[src/sv/threshold_region_counter_defines.svh]
// Assertion macros for the threshold region counter.
`ifndef THRESHOLD_REGION_COUNTER_DEFINES_SVH
`define THRESHOLD_REGION_COUNTER_DEFINES_SVH

`ifndef SYNTH

// Condition must never hold outside reset.
`define TCR_ASSERT_NEVER(lbl, clk, rst, cond) \
  lbl: assert property (@(posedge clk) disable iff (rst) !(cond)) \
    else $error("tcr: forbidden condition seen");

// Same-cycle implication.
`define TCR_ASSERT_IMPL(lbl, clk, rst, ante, cons) \
  lbl: assert property (@(posedge clk) disable iff (rst) (ante) |-> (cons)) \
    else $error("tcr: implication failed");

// Next-cycle implication.
`define TCR_ASSERT_NEXT(lbl, clk, rst, ante, cons) \
  lbl: assert property (@(posedge clk) disable iff (rst) (ante) |=> (cons)) \
    else $error("tcr: next-cycle implication failed");

`else

`define TCR_ASSERT_NEVER(lbl, clk, rst, cond)
`define TCR_ASSERT_IMPL(lbl, clk, rst, ante, cons)
`define TCR_ASSERT_NEXT(lbl, clk, rst, ante, cons)

`endif

`endif

[src/sv/tcr_pkg.sv]
// Shared constants, direction codes and controller/datapath interface types.
`default_nettype none

package tcr_pkg;

  localparam int GRID_MAX    = 64;
  localparam int HEIGHT_MAX  = 255;
  localparam int CELL_COUNT  = GRID_MAX * GRID_MAX;
  localparam int ADDR_W      = (CELL_COUNT > 1) ? $clog2(CELL_COUNT) : 1;
  localparam int IDX_W       = $clog2(CELL_COUNT + 1);
  localparam int COORD_W     = (GRID_MAX > 1) ? $clog2(GRID_MAX) : 1;
  localparam int RC_W        = 2 * COORD_W;
  localparam int VIS_DEPTH   = 1 << RC_W;
  localparam int SIDE_W      = 7;
  localparam int HEIGHT_W    = 8;
  localparam int COUNT_W     = 12;
  localparam int LEVEL_W     = 8;
  localparam int LEVEL_TOP   = (HEIGHT_MAX < 255) ? HEIGHT_MAX : 255;
  localparam int COUNT_LIMIT = 4095;
  localparam int EXT_W       = ((SIDE_W > COORD_W) ? SIDE_W : COORD_W) + 1;

  localparam logic [SIDE_W-1:0] SIDE_RESET = 7'd64;

  // Neighbor directions walked from a popped cell
  localparam logic [1:0] DIR_RIGHT = 2'd0;
  localparam logic [1:0] DIR_LEFT  = 2'd1;
  localparam logic [1:0] DIR_DOWN  = 2'd2;
  localparam logic [1:0] DIR_UP    = 2'd3;

  // Commands from controller to datapath
  typedef struct packed {
    logic load_wr;
    logic start;
    logic init_rd;
    logic scan_rd;
    logic scan_hit;
    logic scan_next;
    logic pop_rd;
    logic pop_take;
    logic nb_rd;
    logic nb_push;
    logic nb_next;
    logic level_end;
    logic emit;
  } tcr_cmd_t;

  // Status from datapath to controller
  typedef struct packed {
    logic init_last;
    logic scan_last;
    logic vis_free;
    logic sp_zero;
    logic nb_ok;
    logic nb_last;
    logic level_last;
  } tcr_sts_t;

endpackage

`default_nettype wire

[src/sv/tcr_ctrl.sv]
// Sequencer: load phase, per-level flood/scan/walk, and result hand-off.
`default_nettype none

module tcr_ctrl (
  input  wire logic              clk,
  input  wire logic              rst,
  input  wire logic              in_valid,
  output logic                   in_ready,
  input  wire logic              last_cell,
  output logic                   out_valid,
  input  wire logic              out_ready,
  output tcr_pkg::tcr_cmd_t      cmd,
  input  wire tcr_pkg::tcr_sts_t sts
);

  import tcr_pkg::*;

  localparam logic [3:0] S_LOAD      = 4'd0;
  localparam logic [3:0] S_INIT      = 4'd1;
  localparam logic [3:0] S_INIT_TAIL = 4'd2;
  localparam logic [3:0] S_SCAN_RD   = 4'd3;
  localparam logic [3:0] S_SCAN_CHK  = 4'd4;
  localparam logic [3:0] S_POP       = 4'd5;
  localparam logic [3:0] S_POP_WAIT  = 4'd6;
  localparam logic [3:0] S_NB_RD     = 4'd7;
  localparam logic [3:0] S_NB_CHK    = 4'd8;
  localparam logic [3:0] S_LEVEL_END = 4'd9;
  localparam logic [3:0] S_EMIT      = 4'd10;

  logic [3:0] state;
  logic [3:0] state_next;
  logic       out_valid_next;

  assign in_ready = (state == S_LOAD);

  // Next state and commands
  always_comb begin
    state_next = state;
    cmd        = '0;
    unique case (state)
      S_LOAD: begin
        if (in_valid) begin
          cmd.load_wr = 1'b1;
          if (last_cell) begin
            cmd.start  = 1'b1;
            state_next = S_INIT;
          end
        end
      end
      S_INIT: begin
        cmd.init_rd = 1'b1;
        if (sts.init_last) begin
          state_next = S_INIT_TAIL;
        end
      end
      S_INIT_TAIL: begin
        state_next = S_SCAN_RD;
      end
      S_SCAN_RD: begin
        cmd.scan_rd = 1'b1;
        state_next  = S_SCAN_CHK;
      end
      S_SCAN_CHK: begin
        if (sts.vis_free) begin
          cmd.scan_hit = 1'b1;
          state_next   = S_POP;
        end else if (sts.scan_last) begin
          state_next = S_LEVEL_END;
        end else begin
          cmd.scan_next = 1'b1;
          state_next    = S_SCAN_RD;
        end
      end
      S_POP: begin
        if (sts.sp_zero) begin
          if (sts.scan_last) begin
            state_next = S_LEVEL_END;
          end else begin
            cmd.scan_next = 1'b1;
            state_next    = S_SCAN_RD;
          end
        end else begin
          cmd.pop_rd = 1'b1;
          state_next = S_POP_WAIT;
        end
      end
      S_POP_WAIT: begin
        cmd.pop_take = 1'b1;
        state_next   = S_NB_RD;
      end
      S_NB_RD: begin
        if (sts.nb_ok) begin
          cmd.nb_rd  = 1'b1;
          state_next = S_NB_CHK;
        end else if (sts.nb_last) begin
          state_next = S_POP;
        end else begin
          cmd.nb_next = 1'b1;
        end
      end
      S_NB_CHK: begin
        cmd.nb_push = sts.vis_free;
        if (sts.nb_last) begin
          state_next = S_POP;
        end else begin
          cmd.nb_next = 1'b1;
          state_next  = S_NB_RD;
        end
      end
      S_LEVEL_END: begin
        cmd.level_end = 1'b1;
        state_next    = sts.level_last ? S_EMIT : S_INIT;
      end
      S_EMIT: begin
        if (!out_valid || out_ready) begin
          cmd.emit   = 1'b1;
          state_next = S_LOAD;
        end
      end
      default: begin
        state_next = S_LOAD;
      end
    endcase
  end

  // Output register valid: set on emit, cleared when the request is taken
  assign out_valid_next = cmd.emit | (out_valid & ~out_ready);

  always_ff @(posedge clk) begin
    if (rst) begin
      state     <= S_LOAD;
      out_valid <= 1'b0;
    end else begin
      state     <= state_next;
      out_valid <= out_valid_next;
    end
  end

endmodule

`default_nettype wire

[config.mk]
export PLATFORM = sky130hd
export DESIGN_NAME = tcr_ctrl
export DESIGN_NICKNAME = d
export VERILOG_FILES = /design/src/sv/threshold_region_counter_defines.svh /design/src/sv/tcr_pkg.sv /design/src/sv/tcr_ctrl.sv
export SDC_FILE = /design/constraint.sdc
export NUM_CORES = 1
export LEC_CHECK = 0
export BUFFER_PORTS_ARGS = -buffer_cell sky130_fd_sc_hd__buf_4
export CAP_MARGIN = 25
export CORE_AREA = 2 2 39 41
export CTS_CLUSTER_DIAMETER = 200
export DETAILED_ROUTE_END_ITERATION = 10
export DIE_AREA = 0 0 41 43
export GPL_TIMING_DRIVEN = 0
export HOLD_SLACK_MARGIN = 0.08
export PLACE_DENSITY = 0.76
export SYNTH_ARGS = -nofsm -noshare
export SYNTH_HDL_FRONTEND = slang
export SYNTH_SLANG_ARGS = --single-unit
[constraint.sdc]
create_clock -name clk -period 4.2 [get_ports clk]
set_clock_uncertainty 0.2 [all_clocks]
set_input_delay 0.21 -clock clk [delete_from_list [all_inputs] [get_ports clk]]
set_output_delay 0.21 -clock clk [all_outputs]
set_load 0.02 [all_outputs]
# Word level (Yosys, flattened, before mapping)

Cells that the tools add are included.

Register bits: 5
Input port bits: 12
Logic and storage cells: 59

Equality and inequality tests: 15
Multiplexer cells: 35
Bitwise operators: 3
Reductions and logical operators: 4

Operators with widths:

| operator                                                              | number |
|---|---|
| 4-bit one-hot mux with 11 select lines                                | 1 |
| 4-bit 2-to-1 mux                                                      | 10 |
| 1-bit 2-to-1 mux                                                      | 19 |
| 4-bit by 3-bit equality test with 1-bit output, second input constant | 4 |
| 4-bit equality test, second input constant                            | 3 |
| 4-bit by 2-bit equality test with 1-bit output, second input constant | 2 |
| 2-bit 2-to-1 mux                                                      | 3 |
| 2-bit != test, second input constant                                  | 3 |
| 5-bit AND reduction                                                   | 1 |
| 4-bit by 1-bit equality test with 1-bit output, second input constant | 1 |
| 4-bit zero test                                                       | 1 |
| 1-bit one-hot mux with 2 select lines                                 | 2 |
| 3-bit != test, second input constant                                  | 1 |
| 2-bit by 1-bit != test with 1-bit output, second input constant       | 1 |
| 1-bit bitwise AND                                                     | 1 |
| 1-bit zero test                                                       | 1 |
| 1-bit logical OR                                                      | 1 |
| 1-bit NOT                                                             | 1 |
| 1-bit bitwise OR                                                      | 1 |

# Logic depth before layout (Yosys ltp)

Word-level depth: 5
Mapped depth: 6
Depth with buffers taken out: 5

# Worst setup path after synthesis

OpenSTA, ideal clock, no wires.

Path kind: register to output
Start: reg state[1]
End: out cmd[11] (netlist bit)
Arrival: 1.418 ns
Path slack: 2.372 ns
Stages on the path, launching flop included: 4
Path buffers: 1
Path through: dfxtp_1 > buf_2 > nor4_2 > and3_1

RTL lines:

| item                   | RTL line        | source |
|---|---|---|
| from (decl)            | tcr_ctrl.sv:30  | `logic [3:0] state;` |
| from (signal assigned) | tcr_ctrl.sv:134 | `state <= state_next;` |
| to (decl)              | tcr_ctrl.sv:12  | `output tcr_pkg::tcr_cmd_t cmd,` |

==> impl_metrics.json <==
{
  "clkSlewWorstSetupHoldPaths_ns": 0.04,
  "cts_buffer_depth": 2,
  "multi_input_comb_area_um2": 425,
  "postSynthCellCount": 74,
  "number_of_top_level_design_ports": 27,
  "syn_area_per_cell_um2": 7.66,
  "synth_edf_count": 0,
  "tns_ns": 0,
  "numCtsBuffers": 3,
  "crit_family": "simple AND/OR/NAND/NOR gates",
  "post_detailed_route_wirelength_per_cell_um": 12.9,
  "ys_seq_area_share_pct": 17.7,
  "path_cells": "clkbuf_4, nor4b_2, nor2_1, nor2_1, buf_4",
  "die_span_x_um": 41,
  "synthAdderAreaFrac_pct": 0,
  "complex_gate_fraction_of_the_synthesized_area_pct": 26.7,
  "cellPowerDensity_nw_per_um2": 290,
  "setup_viol_count_final": 0,
  "max_clock_freq_mhz": 521,
  "grt_antenna_before_repair": 0,
  "peakVddDrop_mv": 0.182,
  "core_region_area_um2": 1380,
  "cts_htree_levels": 1,
  "overall_via_count_from_detail_route": 666,
  "arrival_time_reported_for_the_critical_path_endpoint_ns": 1.51,
  "drt_pre_antenna_iters": 4,
  "place_congestion": 0.854,
  "asyncSetResetFlopFracSynth_pct": 0,
  "synth_warnings": 0,
  "commonest_non_fill_non_tap_cell_in_the_layout": "sky130_fd_sc_hd__buf_4",
  "final_hold_fails": 0,
  "report.final.slew_viol_count": 0,
  "remaining_drc_errors": 0,
  "reg2reg_setup_slack_ns": 2.48,
  "timing_worst_slew_pin_value_ns": 0.389,
  "path_buf_inv": 2,
  "drv_cap": 0,
  "syn_area_um2": 567,
  "cts_root_buf": "sky130_fd_sc_hd__clkbuf_4",
  "initialDrtViolationCount": 10,
  "antenna_left": 0,
  "seqCellArea_um2": 100,
  "critical_path.most_common_cell": "sky130_fd_sc_hd__nor2_1",
  "grt_start_max_net_pins": 11,
  "clock_sinks": 5,
  "hold_path.class": "input pin to flop",
  "post-layout-total-power_mw": 0.240,
  "rsz0062_at_grt": "false",
  "layout-drive-gt1-share_pct": 39.6,
  "die_y_um": 43,
  "num_rows": 14,
  "grt_pass1_wl_um": 2550,
  "synthXorXnorAreaFrac_pct": 0,
  "synth.lib_cells_used.distinct": 38,
  "number_of_antenna_diodes": 0,
  "synth_simple_gate_area_share_pct": 44.8,
  "critPathMaxStageDelay_ns": 0.41,
  "fin_cells": 122,
  "post_detailed_routing_wire_length_um": 1570,
  "commonest_cells_after_routing_fill_and_taps_aside": "sky130_fd_sc_hd__buf_4, sky130_fd_sc_hd__nor2_1, sky130_fd_sc_hd__nor3_1, sky130_fd_sc_hd__dfxtp_1",
  "slew_headroom_pct": 73.8,
  "num-fill-cells": 146,
  "main_combinational_cell_family_by_area_after_synthesis": "simple AND/OR/NAND/NOR gates",
  "dp_hpwl_um": 1210,
  "period_share_pct": 45.7,
  "post_synth_net_total": 86,
  "setup.worst_path.end_class": "output port",
  "area_growth_pct": 46.1,
  "outcome": "finished, final reports clean",
  "design.die.area_um2": 1760,
  "grt.overflow.total": 0,
  "register_bit_total_from_synthesis": 5,
  "yosys-mux-area-fraction_pct": 3.53,
  "worstSetupPathType": "flop to output port",
  "critical_path_required_ns": 3.79,
  "critical_path_peak_fanout": 10,
  "critical_path.startpoint_type": "flop",
  "critical-path-slowest-cell": "sky130_fd_sc_hd__dfxtp_1",
  "dpl.cell_count": 116,
  "drt-vias-per-instance": 5.46,
  "power.leakage_nw": 0.363,
  "synth_flop_cell": "sky130_fd_sc_hd__dfxtp_1",
  "grt_util_all_layers_pct": 21.4,
  "fin_crit_ns": 1.92,
  "tritoncts_clock_tree": "yes",
  "num-nets-final": 119,
  "worstSkewPairLatency_ns": 0.24,
  "vias_in_the_first_global_route": 572,
  "initial_core_util_pct": 41.0,
  "io_buffers": 26
}
## cell usage after synthesis, types with 2 or more instances
library cell | n | area share [%]
sky130_fd_sc_hd__dfxtp_1 | 5 | 18
sky130_fd_sc_hd__o22ai_1 | 2 | 2.2
sky130_fd_sc_hd__inv_1 | 3 | 2.0
sky130_fd_sc_hd__nor2_1 | 11 | 7.3
sky130_fd_sc_hd__nor3_1 | 5 | 4.4
sky130_fd_sc_hd__a21oi_1 | 3 | 2.6
sky130_fd_sc_hd__nand2_1 | 4 | 2.6
sky130_fd_sc_hd__mux2i_1 | 2 | 3.5
sky130_fd_sc_hd__nand2b_1 | 4 | 4.4
sky130_fd_sc_hd__nor2b_1 | 3 | 3.3
sky130_fd_sc_hd__buf_2 | 3 | 2.6
sky130_fd_sc_hd__and3_1 | 2 | 2.2
sky130_fd_sc_hd__o21a_1 | 2 | 2.6
## state kept, by name, summed over array words and instances (netlist names)
register / flops
out_valid: 1
state: 4
## where the power goes
part,internal (mW),switching (mW)
clock network,0.0359,0.0198
registers,0.0523,0.00722
logic,0.0574,0.0674
total,0.146,0.0945
## routing by layer
metal  part of all wire (%)  track usage [%]
met1                     46             29.1
met2                     47             30.9
met3                    6.4             4.71
met4                    1.2             10.0
met5                      0                0
## metrics by stage
step	hold slack [ns]	area (µm²)	worst slack, ns	utilization (%)
3_5_place_dp	0.224	782	2.50	56.5
6_report	0.115	828	2.28	59.9
2_1_floorplan	0.0791	567	2.37	-
3_3_place_gp	0.221	782	2.50	56.5
4_1_cts	0.122	828	2.28	59.9
5_1_grt	0.143	828	2.15	59.9
## cell families (layout without fill, tap and decap cells)
| kind of cell | after synthesis | after routing |
|---|---|---|
| compound gates | 18 | 18 |
| buf+inv | 8 | 40 |
| flops | 5 | 5 |
| mux | 2 | 2 |
| simple gates | 41 | 41 |
## final cells by class
type                            count  share of cell area [%]
Timing Repair Buffer               28                    26.0
Multi-Input combinational cell     61                    51.4
Tap cell                           16                    2.42
Clock buffer                        4                    3.17
Sequential cell                     5                    12.1
Buffer                              5                    3.63
Inverter                            3                    1.36
## timing repair
action / CTS / global route
hold buffers: 2 / 0
setup buffers: 0 / 0
hold endpoints to repair: 4 / 0
gates resized for setup: 0 / 0
## path summary, 6_finish.rpt
path / from / end / cells after the start
min: out_ready / out_valid$_SDFF_PP0_ / 3
min reg2reg: out_valid$_SDFF_PP0_ / out_valid$_SDFF_PP0_ / 2
max reg2reg: state[2]$_SDFFE_PP0P_ / state[1]$_SDFFE_PP0P_ / 4
max: state[3]$_SDFFE_PP0P_ / cmd[2] / 5
## worst register-to-register path: stages, from the launching register on
cell                       delay, ns
sky130_fd_sc_hd__dfxtp_1        0.49
sky130_fd_sc_hd__nand2b_2       0.18
sky130_fd_sc_hd__o32ai_2        0.39
sky130_fd_sc_hd__a221oi_2       0.09
sky130_fd_sc_hd__a32o_1         0.27
(Power assumes the default switching activity.)
